[src/hw/rtl/eight_bit_isa_executor_defines.svh]
// Assertion macros shared by the eight-bit instruction executor.
`ifndef EIGHT_BIT_ISA_EXECUTOR_DEFINES_SVH
`define EIGHT_BIT_ISA_EXECUTOR_DEFINES_SVH

// Checks that the consequent holds in the same cycle as the antecedent.
`define EIBX_ASSERT_IMPLIES(label, clk, rst, ante, cons, msg) \
   label: assert property (@(posedge clk) disable iff (rst) (ante) |-> (cons)) \
      else $error(msg);

// Checks that the consequent holds in the cycle after the antecedent.
`define EIBX_ASSERT_NEXT(label, clk, rst, ante, cons, msg) \
   label: assert property (@(posedge clk) disable iff (rst) (ante) |=> (cons)) \
      else $error(msg);

`endif

[src/hw/rtl/eibx_pkg.sv]
// Shared types, codes and helpers of the eight-bit instruction executor.
package eibx_pkg;

   localparam int unsigned BYTE_W             = 8;
   localparam int unsigned REG_COUNT          = 16;
   localparam int unsigned REG_AW             = $clog2(REG_COUNT);
   localparam int unsigned ADDR_SPAN          = 256;
   localparam int unsigned DATA_DEPTH_DEFAULT = 256;
   localparam int unsigned REQ_TDATA_W        = 32;
   localparam int unsigned REQ_TUSER_W        = 3;
   localparam int unsigned RSP_TDATA_W        = 48;
   localparam int unsigned RSP_TUSER_W        = 5;

   // Request kinds.
   localparam logic [2:0] REQ_EXEC     = 3'd0;
   localparam logic [2:0] REQ_LOAD_MEM = 3'd1;
   localparam logic [2:0] REQ_LOAD_REG = 3'd2;
   localparam logic [2:0] REQ_READ_MEM = 3'd3;
   localparam logic [2:0] REQ_READ_REG = 3'd4;

   // Opcodes.
   localparam logic [3:0] OP_ADD   = 4'd0;
   localparam logic [3:0] OP_SUB   = 4'd1;
   localparam logic [3:0] OP_MUL   = 4'd2;
   localparam logic [3:0] OP_INC   = 4'd3;
   localparam logic [3:0] OP_AND   = 4'd4;
   localparam logic [3:0] OP_OR    = 4'd5;
   localparam logic [3:0] OP_XOR   = 4'd6;
   localparam logic [3:0] OP_NOT   = 4'd7;
   localparam logic [3:0] OP_SHL   = 4'd8;
   localparam logic [3:0] OP_SHR   = 4'd9;
   localparam logic [3:0] OP_LI    = 4'd10;
   localparam logic [3:0] OP_LOAD  = 4'd11;
   localparam logic [3:0] OP_STORE = 4'd12;
   localparam logic [3:0] OP_JUMP  = 4'd13;
   localparam logic [3:0] OP_BRZ   = 4'd14;
   localparam logic [3:0] OP_HALT  = 4'd15;

   // Instruction classes.
   localparam logic [2:0] CLS_NONE    = 3'd0;
   localparam logic [2:0] CLS_ARITH   = 3'd1;
   localparam logic [2:0] CLS_LOGIC   = 3'd2;
   localparam logic [2:0] CLS_SHIFT   = 3'd3;
   localparam logic [2:0] CLS_MEMORY  = 3'd4;
   localparam logic [2:0] CLS_LOADIMM = 3'd5;
   localparam logic [2:0] CLS_CONTROL = 3'd6;
   localparam logic [2:0] CLS_HALT    = 3'd7;

   typedef logic [BYTE_W-1:0] byte_type;

   typedef struct packed {
      logic [3:0] op;
      byte_type   x;
      byte_type   y;
      logic [3:0] sh;
      byte_type   imm;
   } alu_req_type;

   typedef struct packed {
      logic              en;
      logic [REG_AW-1:0] addr;
      byte_type          data;
   } rf_wr_type;

   // Result beat payload; the last member sits in the lowest bits.
   typedef struct packed {
      logic [2:0]        pad;
      byte_type          read_data;
      byte_type          mem_data;
      byte_type          mem_address;
      byte_type          reg_data;
      logic [REG_AW-1:0] reg_number;
      logic              halted;
      byte_type          next_pc;
   } rsp_data_type;

   typedef struct packed {
      logic [2:0] instr_class;
      logic       mem_written;
      logic       reg_written;
   } rsp_user_type;

   function automatic logic [2:0] op_class(input logic [3:0] op);
      logic [2:0] cls;
      unique case (op)
         OP_ADD, OP_SUB, OP_MUL, OP_INC: cls = CLS_ARITH;
         OP_AND, OP_OR, OP_XOR, OP_NOT:  cls = CLS_LOGIC;
         OP_SHL, OP_SHR:                 cls = CLS_SHIFT;
         OP_LI:                          cls = CLS_LOADIMM;
         OP_LOAD, OP_STORE:              cls = CLS_MEMORY;
         OP_JUMP, OP_BRZ:                cls = CLS_CONTROL;
         default:                        cls = CLS_HALT;
      endcase
      return cls;
   endfunction

endpackage

[src/hw/rtl/eibx_regfile.sv]
// Register file: sixteen bytes, two registered read ports, one write port.
module eibx_regfile import eibx_pkg::*; (
   input  logic              clock,
   input  logic              reset,
   input  logic              rd_en,
   input  logic [REG_AW-1:0] rd_addr0,
   input  logic [REG_AW-1:0] rd_addr1,
   output byte_type          rd_data0,
   output byte_type          rd_data1,
   input  rf_wr_type         wr
);

   byte_type               mem [REG_COUNT];
   logic [REG_COUNT-1:0]   valid_ff, valid_in;
   byte_type               rdata0_ff, rdata1_ff;
   logic                   rvalid0_ff, rvalid0_in;
   logic                   rvalid1_ff, rvalid1_in;

   // An entry never written reads as zero.
   always_comb begin
      valid_in = valid_ff;
      if (wr.en) begin
         valid_in[wr.addr] = 1'b1;
      end
      rvalid0_in = rd_en ? valid_ff[rd_addr0] : rvalid0_ff;
      rvalid1_in = rd_en ? valid_ff[rd_addr1] : rvalid1_ff;
   end

   always_ff @(posedge clock) begin
      if (wr.en) begin
         mem[wr.addr] <= wr.data;
      end
      if (rd_en) begin
         rdata0_ff <= mem[rd_addr0];
         rdata1_ff <= mem[rd_addr1];
      end
   end

   always_ff @(posedge clock) begin
      if (reset) begin
         valid_ff   <= '0;
         rvalid0_ff <= 1'b0;
         rvalid1_ff <= 1'b0;
      end else begin
         valid_ff   <= valid_in;
         rvalid0_ff <= rvalid0_in;
         rvalid1_ff <= rvalid1_in;
      end
   end

   assign rd_data0 = rvalid0_ff ? rdata0_ff : '0;
   assign rd_data1 = rvalid1_ff ? rdata1_ff : '0;

endmodule

[src/hw/rtl/eibx_datamem.sv]
// Data memory: one registered read port and one write port, zero until written.
module eibx_datamem import eibx_pkg::*; #(
   parameter  int unsigned DATA_DEPTH = DATA_DEPTH_DEFAULT,
   localparam int unsigned IDX_W      = $clog2(DATA_DEPTH)
) (
   input  logic             clock,
   input  logic             reset,
   input  logic             rd_en,
   input  logic [IDX_W-1:0] rd_addr,
   output byte_type         rd_data,
   input  logic             wr_en,
   input  logic [IDX_W-1:0] wr_addr,
   input  byte_type         wr_data
);

   byte_type              mem [DATA_DEPTH];
   logic [DATA_DEPTH-1:0] valid_ff, valid_in;
   byte_type              rdata_ff;
   logic                  rvalid_ff, rvalid_in;

   always_comb begin
      valid_in = valid_ff;
      if (wr_en) begin
         valid_in[wr_addr] = 1'b1;
      end
      rvalid_in = rd_en ? valid_ff[rd_addr] : rvalid_ff;
   end

   always_ff @(posedge clock) begin
      if (wr_en) begin
         mem[wr_addr] <= wr_data;
      end
      if (rd_en) begin
         rdata_ff <= mem[rd_addr];
      end
   end

   always_ff @(posedge clock) begin
      if (reset) begin
         valid_ff  <= '0;
         rvalid_ff <= 1'b0;
      end else begin
         valid_ff  <= valid_in;
         rvalid_ff <= rvalid_in;
      end
   end

   assign rd_data = rvalid_ff ? rdata_ff : '0;

endmodule

[src/hw/rtl/eibx_alu.sv]
// Byte ALU for the register-to-register and load-immediate opcodes.
module eibx_alu import eibx_pkg::*; (
   input  alu_req_type req,
   output byte_type    res
);

   logic [2*BYTE_W-1:0] product;

   assign product = req.x * req.y;

   always_comb begin
      unique case (req.op)
         OP_ADD:  res = req.x + req.y;
         OP_SUB:  res = req.x - req.y;
         OP_MUL:  res = product[BYTE_W-1:0];
         OP_INC:  res = req.x + 8'd1;
         OP_AND:  res = req.x & req.y;
         OP_OR:   res = req.x | req.y;
         OP_XOR:  res = req.x ^ req.y;
         OP_NOT:  res = ~req.x;
         OP_SHL:  res = req.x << req.sh;
         OP_SHR:  res = req.x >> req.sh;
         OP_LI:   res = req.imm;
         default: res = '0;
      endcase
   end

endmodule

[src/hw/rtl/eight_bit_isa_executor.sv]
// Top level of the eight-bit instruction executor: pipeline, state and stream ports.
//
//   Channel | Dir | Handshake             | tdata                           | tuser
//   req     | in  | req_tvalid/req_tready | instruction, target, load value | request kind
//   rsp     | out | rsp_tvalid/rsp_tready | pc, halted, writes, read data   | write flags, class
//
// One beat is accepted per cycle while results are taken. The register read overlaps the
// accept edge, execute and the data memory access happen in S1, write-back in S2, and the
// result beat is then presented from the output register S3.
// Synchronous reset clears the pc, the halt flag, the pipeline valids and the per-entry
// valid bits of both memories; there is no clearing pass.
// A stalled result beat freezes the whole pipeline, so req_tready = !rsp_tvalid || rsp_tready.
`include "eight_bit_isa_executor_defines.svh"

module eight_bit_isa_executor import eibx_pkg::*; #(
   parameter int unsigned DATA_DEPTH = DATA_DEPTH_DEFAULT
) (
   input  logic                   clock,
   input  logic                   reset,
   input  logic                   req_tvalid,
   output logic                   req_tready,
   // instruction [15:0], target_index [23:16], load_value [31:24]
   input  logic [REQ_TDATA_W-1:0] req_tdata,
   // req_type [2:0]
   input  logic [REQ_TUSER_W-1:0] req_tuser,
   output logic                   rsp_tvalid,
   input  logic                   rsp_tready,
   // next_pc [7:0], halted [8], reg_number [12:9], reg_data [20:13],
   // mem_address [28:21], mem_data [36:29], read_data [44:37], zero fill [47:45]
   output logic [RSP_TDATA_W-1:0] rsp_tdata,
   // reg_written [0], mem_written [1], instr_class [4:2]
   output logic [RSP_TUSER_W-1:0] rsp_tuser
);

   localparam int unsigned IDX_W = $clog2(DATA_DEPTH);

   // Pipeline advance: every stage moves together when the output register frees up.
   logic adv;

   // Request beat fields.
   logic [2:0]   in_type;
   logic [15:0]  in_instr;
   byte_type     in_tgt;
   byte_type     in_lv;
   logic [3:0]   in_op;
   logic [REG_AW-1:0] rf_raddr0, rf_raddr1;

   // Register read stage (S1).
   logic              s1_valid_ff;
   logic [2:0]        s1_type_ff;
   logic [15:0]       s1_instr_ff;
   byte_type          s1_tgt_ff;
   byte_type          s1_lv_ff;
   logic [REG_AW-1:0] s1_raddr0_ff, s1_raddr1_ff;

   // Architectural program counter and halt flag.
   byte_type pc_ff, pc_in;
   logic     halt_ff, halt_in;

   // Memory access stage (S2).
   logic              s2_valid_ff;
   logic              s2_rw_ff;
   logic [REG_AW-1:0] s2_rn_ff;
   byte_type          s2_res_ff;
   logic              s2_load_ff;
   logic              s2_mw_ff;
   byte_type          s2_ma_ff;
   byte_type          s2_md_ff;
   logic              s2_rsel_mem_ff;
   byte_type          s2_rdata_ff;
   logic [2:0]        s2_cls_ff;
   byte_type          s2_pc_ff;
   logic              s2_halt_ff;
   byte_type          s2_wdata;

   // Write that reached the register file at the last advance.
   logic              wb_valid_ff;
   logic [REG_AW-1:0] wb_addr_ff;
   byte_type          wb_data_ff;

   // Output register (S3).
   logic         s3_valid_ff;
   rsp_data_type s3_data_ff, s3_data_in;
   rsp_user_type s3_user_ff, s3_user_in;
   logic         s3_two_wr;

   // Execute-stage signals.
   byte_type          rf_rdata0, rf_rdata1;
   byte_type          opa, opb;
   logic [3:0]        s1_op;
   logic [REG_AW-1:0] s1_rd;
   byte_type          s1_imm;
   logic              s1_exec;
   alu_req_type       alu_req;
   byte_type          alu_res;
   byte_type          eff_addr;
   logic [IDX_W-1:0]  dm_idx;
   byte_type          seq_pc, jmp_pc;
   logic              x_rw, x_load, x_mw, x_rsel_mem;
   logic [REG_AW-1:0] x_rn;
   byte_type          x_res, x_md, x_rdata;
   logic [2:0]        x_cls;
   byte_type          dm_rdata;
   rf_wr_type         rf_wr;

   // Byte address folded onto the data memory depth.
   logic [IDX_W-1:0] idx_table [ADDR_SPAN];

   for (genvar g = 0; g < ADDR_SPAN; g++) begin : g_idx
      assign idx_table[g] = IDX_W'(g % DATA_DEPTH);
   end

   assign adv        = !s3_valid_ff || rsp_tready;
   assign req_tready = adv;

   // Operand read addresses are decoded straight from the request beat, so the
   // register file read overlaps the accept edge.
   assign in_type  = req_tuser;
   assign in_instr = req_tdata[15:0];
   assign in_tgt   = req_tdata[23:16];
   assign in_lv    = req_tdata[31:24];
   assign in_op    = in_instr[15:12];

   always_comb begin
      if (in_type == REQ_READ_REG) begin
         rf_raddr0 = in_tgt[REG_AW-1:0];
      end else if (in_op == OP_INC || in_op == OP_STORE || in_op == OP_BRZ) begin
         rf_raddr0 = in_instr[11:8];
      end else begin
         rf_raddr0 = in_instr[7:4];
      end
      rf_raddr1 = (in_op == OP_STORE) ? in_instr[7:4] : in_instr[3:0];
   end

   eibx_regfile u_regfile (
      .clock    (clock),
      .reset    (reset),
      .rd_en    (adv),
      .rd_addr0 (rf_raddr0),
      .rd_addr1 (rf_raddr1),
      .rd_data0 (rf_rdata0),
      .rd_data1 (rf_rdata1),
      .wr       (rf_wr)
   );

   always_ff @(posedge clock) begin
      if (adv) begin
         s1_type_ff   <= in_type;
         s1_instr_ff  <= in_instr;
         s1_tgt_ff    <= in_tgt;
         s1_lv_ff     <= in_lv;
         s1_raddr0_ff <= rf_raddr0;
         s1_raddr1_ff <= rf_raddr1;
      end
   end

   // A load's byte comes out of the data memory one stage later, so the write-back
   // value of S2 is picked there.
   assign s2_wdata = s2_load_ff ? dm_rdata : s2_res_ff;

   // Forwarding: the write still in S2 is newest, then the write committed at the
   // edge where this beat's operands were read, then the register file itself.
   always_comb begin
      if (s2_valid_ff && s2_rw_ff && s2_rn_ff == s1_raddr0_ff) begin
         opa = s2_wdata;
      end else if (wb_valid_ff && wb_addr_ff == s1_raddr0_ff) begin
         opa = wb_data_ff;
      end else begin
         opa = rf_rdata0;
      end
      if (s2_valid_ff && s2_rw_ff && s2_rn_ff == s1_raddr1_ff) begin
         opb = s2_wdata;
      end else if (wb_valid_ff && wb_addr_ff == s1_raddr1_ff) begin
         opb = wb_data_ff;
      end else begin
         opb = rf_rdata1;
      end
   end

   assign s1_op   = s1_instr_ff[15:12];
   assign s1_rd   = s1_instr_ff[11:8];
   assign s1_imm  = s1_instr_ff[7:0];
   assign s1_exec = s1_valid_ff && s1_type_ff == REQ_EXEC && !halt_ff;

   assign alu_req = '{op: s1_op, x: opa, y: opb, sh: s1_instr_ff[3:0], imm: s1_imm};

   eibx_alu u_alu (
      .req (alu_req),
      .res (alu_res)
   );

   // Load and store address a base register plus the signed byte offset; setup beats
   // address memory directly.
   assign eff_addr = (s1_type_ff == REQ_EXEC) ? opa + s1_imm : s1_tgt_ff;
   assign dm_idx   = idx_table[eff_addr];

   // Branch target is the sequential pc plus twice the signed offset, modulo 256.
   assign seq_pc = pc_ff + 8'd2;
   assign jmp_pc = seq_pc + {s1_imm[6:0], 1'b0};

   always_comb begin
      pc_in      = pc_ff;
      halt_in    = halt_ff;
      x_rw       = 1'b0;
      x_rn       = '0;
      x_res      = '0;
      x_load     = 1'b0;
      x_mw       = 1'b0;
      x_md       = '0;
      x_rsel_mem = 1'b0;
      x_rdata    = '0;
      x_cls      = CLS_NONE;
      if (s1_valid_ff) begin
         unique case (s1_type_ff)
            REQ_EXEC: begin
               // An execute beat after halt changes nothing and reports class none.
               if (!halt_ff) begin
                  x_cls = op_class(s1_op);
                  pc_in = seq_pc;
                  if (s1_op <= OP_LOAD) begin
                     x_rw   = 1'b1;
                     x_rn   = s1_rd;
                     x_res  = alu_res;
                     x_load = (s1_op == OP_LOAD);
                  end
                  if (s1_op == OP_STORE) begin
                     x_mw = 1'b1;
                     x_md = opb;
                  end
                  if (s1_op == OP_JUMP || (s1_op == OP_BRZ && opa == '0)) begin
                     pc_in = jmp_pc;
                  end
                  if (s1_op == OP_HALT) begin
                     halt_in = 1'b1;
                  end
               end
            end
            REQ_LOAD_MEM: begin
               x_mw = 1'b1;
               x_md = s1_lv_ff;
            end
            REQ_LOAD_REG: begin
               x_rw  = 1'b1;
               x_rn  = s1_tgt_ff[REG_AW-1:0];
               x_res = s1_lv_ff;
            end
            REQ_READ_MEM: begin
               x_rsel_mem = 1'b1;
            end
            REQ_READ_REG: begin
               x_rdata = opa;
            end
            default: begin
               // Unknown request kinds report pc and halt only.
            end
         endcase
      end
   end

   // All data memory traffic happens in S1, so accesses stay in program order.
   eibx_datamem #(
      .DATA_DEPTH (DATA_DEPTH)
   ) u_datamem (
      .clock   (clock),
      .reset   (reset),
      .rd_en   (adv),
      .rd_addr (dm_idx),
      .rd_data (dm_rdata),
      .wr_en   (adv && x_mw),
      .wr_addr (dm_idx),
      .wr_data (x_md)
   );

   always_ff @(posedge clock) begin
      if (adv) begin
         s2_rw_ff       <= x_rw;
         s2_rn_ff       <= x_rn;
         s2_res_ff      <= x_res;
         s2_load_ff     <= x_load;
         s2_mw_ff       <= x_mw;
         s2_ma_ff       <= x_mw ? BYTE_W'(dm_idx) : '0;
         s2_md_ff       <= x_md;
         s2_rsel_mem_ff <= x_rsel_mem;
         s2_rdata_ff    <= x_rdata;
         s2_cls_ff      <= x_cls;
         s2_pc_ff       <= pc_in;
         s2_halt_ff     <= halt_in;
      end
   end

   // Register write-back from S2, including loads and register setup beats.
   assign rf_wr = '{en: adv && s2_valid_ff && s2_rw_ff, addr: s2_rn_ff, data: s2_wdata};

   always_ff @(posedge clock) begin
      if (adv) begin
         wb_addr_ff <= rf_wr.addr;
         wb_data_ff <= rf_wr.data;
      end
   end

   always_comb begin
      s3_data_in.pad         = '0;
      s3_data_in.read_data   = s2_rsel_mem_ff ? dm_rdata : s2_rdata_ff;
      s3_data_in.mem_data    = s2_md_ff;
      s3_data_in.mem_address = s2_ma_ff;
      s3_data_in.reg_data    = s2_rw_ff ? s2_wdata : '0;
      s3_data_in.reg_number  = s2_rn_ff;
      s3_data_in.halted      = s2_halt_ff;
      s3_data_in.next_pc     = s2_pc_ff;
      s3_user_in.instr_class = s2_cls_ff;
      s3_user_in.mem_written = s2_mw_ff;
      s3_user_in.reg_written = s2_rw_ff;
   end

   always_ff @(posedge clock) begin
      if (adv) begin
         s3_data_ff <= s3_data_in;
         s3_user_ff <= s3_user_in;
      end
   end

   always_ff @(posedge clock) begin
      if (reset) begin
         s1_valid_ff <= 1'b0;
         s2_valid_ff <= 1'b0;
         s3_valid_ff <= 1'b0;
         wb_valid_ff <= 1'b0;
         pc_ff       <= '0;
         halt_ff     <= 1'b0;
      end else if (adv) begin
         s1_valid_ff <= req_tvalid;
         s2_valid_ff <= s1_valid_ff;
         s3_valid_ff <= s2_valid_ff;
         wb_valid_ff <= rf_wr.en;
         pc_ff       <= pc_in;
         halt_ff     <= halt_in;
      end
   end

   assign rsp_tvalid = s3_valid_ff;
   assign rsp_tdata  = s3_data_ff;
   assign rsp_tuser  = s3_user_ff;

   assign s3_two_wr = s3_user_ff.reg_written && s3_user_ff.mem_written;

   // Halt is only cleared by reset.
   `EIBX_ASSERT_NEXT(a_halt_sticky, clock, reset, halt_ff, halt_ff, "halt flag dropped")
   // The program counter moves only when a live execute beat leaves S1.
   `EIBX_ASSERT_NEXT(a_pc_hold, clock, reset, !(adv && s1_exec), $stable(pc_ff), "pc moved")
   // No beat writes both a register and data memory.
   `EIBX_ASSERT_IMPLIES(a_one_write, clock, reset, s3_valid_ff, !s3_two_wr, "double write")

endmodule
[config.mk]
export PLATFORM = sky130hd
export DESIGN_NAME = eight_bit_isa_executor
export DESIGN_NICKNAME = d
export VERILOG_FILES = /design/src/hw/rtl/eibx_pkg.sv /design/src/hw/rtl/eibx_regfile.sv /design/src/hw/rtl/eibx_datamem.sv /design/src/hw/rtl/eibx_alu.sv /design/src/hw/rtl/eight_bit_isa_executor.sv
export VERILOG_INCLUDE_DIRS = /design/src /design/src/hw/rtl
export SDC_FILE = /design/constraint.sdc
export NUM_CORES = 2
export LEC_CHECK = 0
export BUFFER_PORTS_ARGS = -buffer_cell sky130_fd_sc_hd__buf_2
export CAP_MARGIN = 20
export CORE_MARGIN = 5
export CORE_UTILIZATION = 40
export DETAILED_ROUTE_END_ITERATION = 10
export GPL_ROUTABILITY_DRIVEN = 0
export GPL_TIMING_DRIVEN = 0
export SETUP_SLACK_MARGIN = 0.02
export SYNTH_ARGS = -nofsm -noshare
export SYNTH_HDL_FRONTEND = slang
export SYNTH_HIERARCHICAL = 1
export SYNTH_SLANG_ARGS = --single-unit
[constraint.sdc]
create_clock -name clock -period 16.3 [get_ports clock]
set_input_delay 4.89 -clock clock [delete_from_list [all_inputs] [get_ports clock]]
set_output_delay 4.89 -clock clock [all_outputs]
set_load 0.01 [all_outputs]
==> results.md <==
- Area of the die: 0.2750 mm2
- Synth Warn #: 6
- Crit path depth: 6
- Worst setup path end: req_tready
- Wire length per cell: 31.54 um
- Total design power: 14.34 mW
- Clk_lat worst skew: 900 ps
- CP top delay family: buffers and inverters
- Crit-path slowest cell: clkbuf_1
- R2r setup slk: 6830 ps
- Post-route worst setup slack: 4725 ps
- Initial DRC count: 9025
- Post-route cell area: 0.1224 mm2
- Post-CTS Hold Fix Bufs: 0
- Synth Instances: 5857
- Slew headroom: 10.59%
- Std cell rows: 188
- Max incr delay on CP: 520 ps
- IO Port Bufs: 89
- WP data required: 11410 ps
- Net total in the final layout: 6520
- Hold crit path type: reg -> reg
- Clock buffer depth: 4
- CTS root buffer: clkbuf_16
- Fraction of registers with async set/reset: 0%
- Synth top cells by count: 2351 x edfxtp_1, 859 x nor2_1, 618 x mux4_2
- Top FF cell, synth: edfxtp_1
- Leading area contributor after synthesis: edfxtp_1
- EDFF count, synth: 2351
- Leakage: 44.14 nW
- Post-synth top area share: 66.71%
- Vias in the first global route: 59042
- Post-cts gate resize count: 0
- Crit-path cells: buf_2 -> nor2b_1 -> clkbuf_1 -> inv_8 -> buf_16 -> buf_2
- Initial Utilization: 40.24%
- Largest net degree at the start of global routing: 100
- CP dominant cell by count: buf_2
- Setup Crit Path Kind: in -> out
- Critical path buffer and inverter count: 5
- Critical Path Source: rsp_tready
- Via Count: 60952
- I/O pin count: 94
- Top cells by area, synth: edfxtp_1 67%, mux4_2 13%, dfxtp_1 5.4%, nor2_1 3.0%, a22oi_1 2.1%
- Worst R2R Start: u_datamem/rvalid_ff
- Critical Path End Type: primary output
- Hold Fails Final Rpt: 0
- Worst Tran Pin Value: 1329 ps
- Worst Setup Start Kind: primary input
- Final Skew: 95.97 ps
- Core area: 0.2630 mm2
- Die W: 524.4 um
- Clk slew on worst S/H paths: 60 ps
- CTS Buf Count: 285
- Placed cell areas: 0.1131 mm2
- Area Overhead vs Synth: 15.68%
- Fillers: 22107
- RSZ-0062 raised after global routing: false
- CTS H-tree depth: 5
- Post-synthesis cell area: 0.1058 mm2
- P per Cell Area: 117.2 mW/mm2
- VDD IR max: 0.09586 mV
- Overflow after GRT: 0
- Post-route core utilization: 46.55%
- Status: finished with violations
- Yosys cell types: 87
- Antenna Violating Nets Remaining: 0
- # DRC: 7
- Clock sinks: 2638
- Max-cap violations: 0
- CTS tree: done
- Dpl ws: 4713 ps
- Layout cell share with drive strength beyond 1: 22.68%
- Period minus WS final: 11570 ps
- First-pass GRT wire length: 447.8 mm
- Max Clk Rate: 86.39 MHz
- # setup viols final: 0
- Final Max Tran Viols: 0
- WL final: 320.5 mm
- Pre-antenna DRT Iters: 11
- #FFs+latches synth: 2638
- Min-delay src: s2_pc_ff[3]
- FF-to-FF End: u_datamem/rdata_ff[6]
- Fin Hold WS: 416.7 ps
- Die Span Y: 524.4 um
- Sequential-to-total area share from yosys stat: 72.14%
- Fin crit share: 71.01%
- Number of antenna violations at the first check in global routing: 13
- Post-DP HPWL: 226.5 mm
- Worst-path fanout max: 99
- Synth Area per Inst: 18.07 um2
- GRT Total Usage: 22.94%
- Top-count cell post-synth: edfxtp_1
- Post-CTS Setup Bufs: 0
- Failing checks: DRC
- CP arrival: 6680 ps
- Vias per Instance: 5.998
- FF-to-FF path depth: 22
==> kinds of logic (layout without fill, tap and decap cells) <==
kind of cell / after synthesis / count (layout) / share of synthesized area, %
other: 1 / 11 / 0.003543
AND/OR/NAND/NOR: 1257 / 1257 / 5.127
flip-flops: 2638 / 2638 / 72.14
adder cells (fa/ha/maj): 69 / 69 / 0.9222
buffers and inverters: 433 / 1213 / 1.945
AO/OA/AOI/OAI: 672 / 672 / 4.353
XOR/XNOR: 51 / 51 / 0.4481
multiplexers: 736 / 736 / 15.06
==> worst min-delay path by stage <==
stage,slack [ps],endpoint,cells past startpoint
2_1_floorplan,400,rsp_tdata[1],0
3_3_place_gp,400,rsp_tdata[35],0
3_5_place_dp,400,rsp_tdata[24],0
4_1_cts,420,rsp_tdata[26],0
5_1_grt,420,rsp_tdata[8],0
6_report,420,rsp_tdata[3],0
==> layer usage <==
layer | up-vias | wire (um) | global-route usage (%)
li1 | 24586 | - | -
met1 | 31760 | 125100 | 31.79
met2 | 3846 | 140600 | 33.90
met3 | 748 | 38840 | 6.838
met4 | 12 | 15930 | 9.723
met5 | - | 89 | 0
==> final cells by class <==
class	count	area, um2	share of cell area, %
Buffer	354	1773	1.448
Inverter	79	304.0	0.2484
Sequential cell	2638	76340	62.36
Tap cell	3515	4398	3.592
Timing Repair Buffer	265	3027	2.472
Clock inverter	144	1275	1.041
Antenna cell	7	17.52	0.01431
Multi-Input combinational cell	2789	27550	22.50
Clock buffer	371	7736	6.319
==> metrics by stage <==
step	cells	TNS (ps)
finish	10162	0
global route	10156	0
CTS	10127	0
detailed placement	9612	0
global placement	9464	-3024810
floorplan	5860	0
==> sequential cells by signal, summed over array words and instances (netlist names), 16 cells and up <==
name and flops:
s1_instr_ff 16, rsp_tdata 44, u_regfile/mem 128, u_datamem/valid_ff 256
u_datamem/mem 2048, u_regfile/valid_ff 16
==> where the power goes <==
| part | internal, mW | total, mW | switching, mW |
|---|---|---|---|
| Combinational | 0.222 | 0.727 | 0.505 |
| Clock | 3.65 | 6.30 | 2.66 |
| Sequential | 7.29 | 7.31 | 0.0193 |
==> cells in the final DEF, fill, tap and decap left out, types with 44 or more instances in the layout <==
cell type,instances
a21oi_1,177
a22oi_1,294
buf_12,45
buf_2,166
buf_4,45
buf_6,92
clkbuf_1,273
clkbuf_16,294
clkinv_1,52
clkinv_2,49
dfxtp_1,287
edfxtp_1,2351
ha_1,54
inv_1,76
mux2i_1,44
mux4_1,50
mux4_2,618
nand2_1,108
nand3_1,51
nor2_1,851
==> worst reg2reg max path, delay by kind of cell, from the launching register on <==
kind            cells  cell delay (ps)
buf+inv             5             2660
xor+xnor            1              240
compound gates      6             2590
fa+ha+maj           2              680
flops               1              660
simple gates        7             1910
mux                 1              530
(Power assumes the default switching activity.)
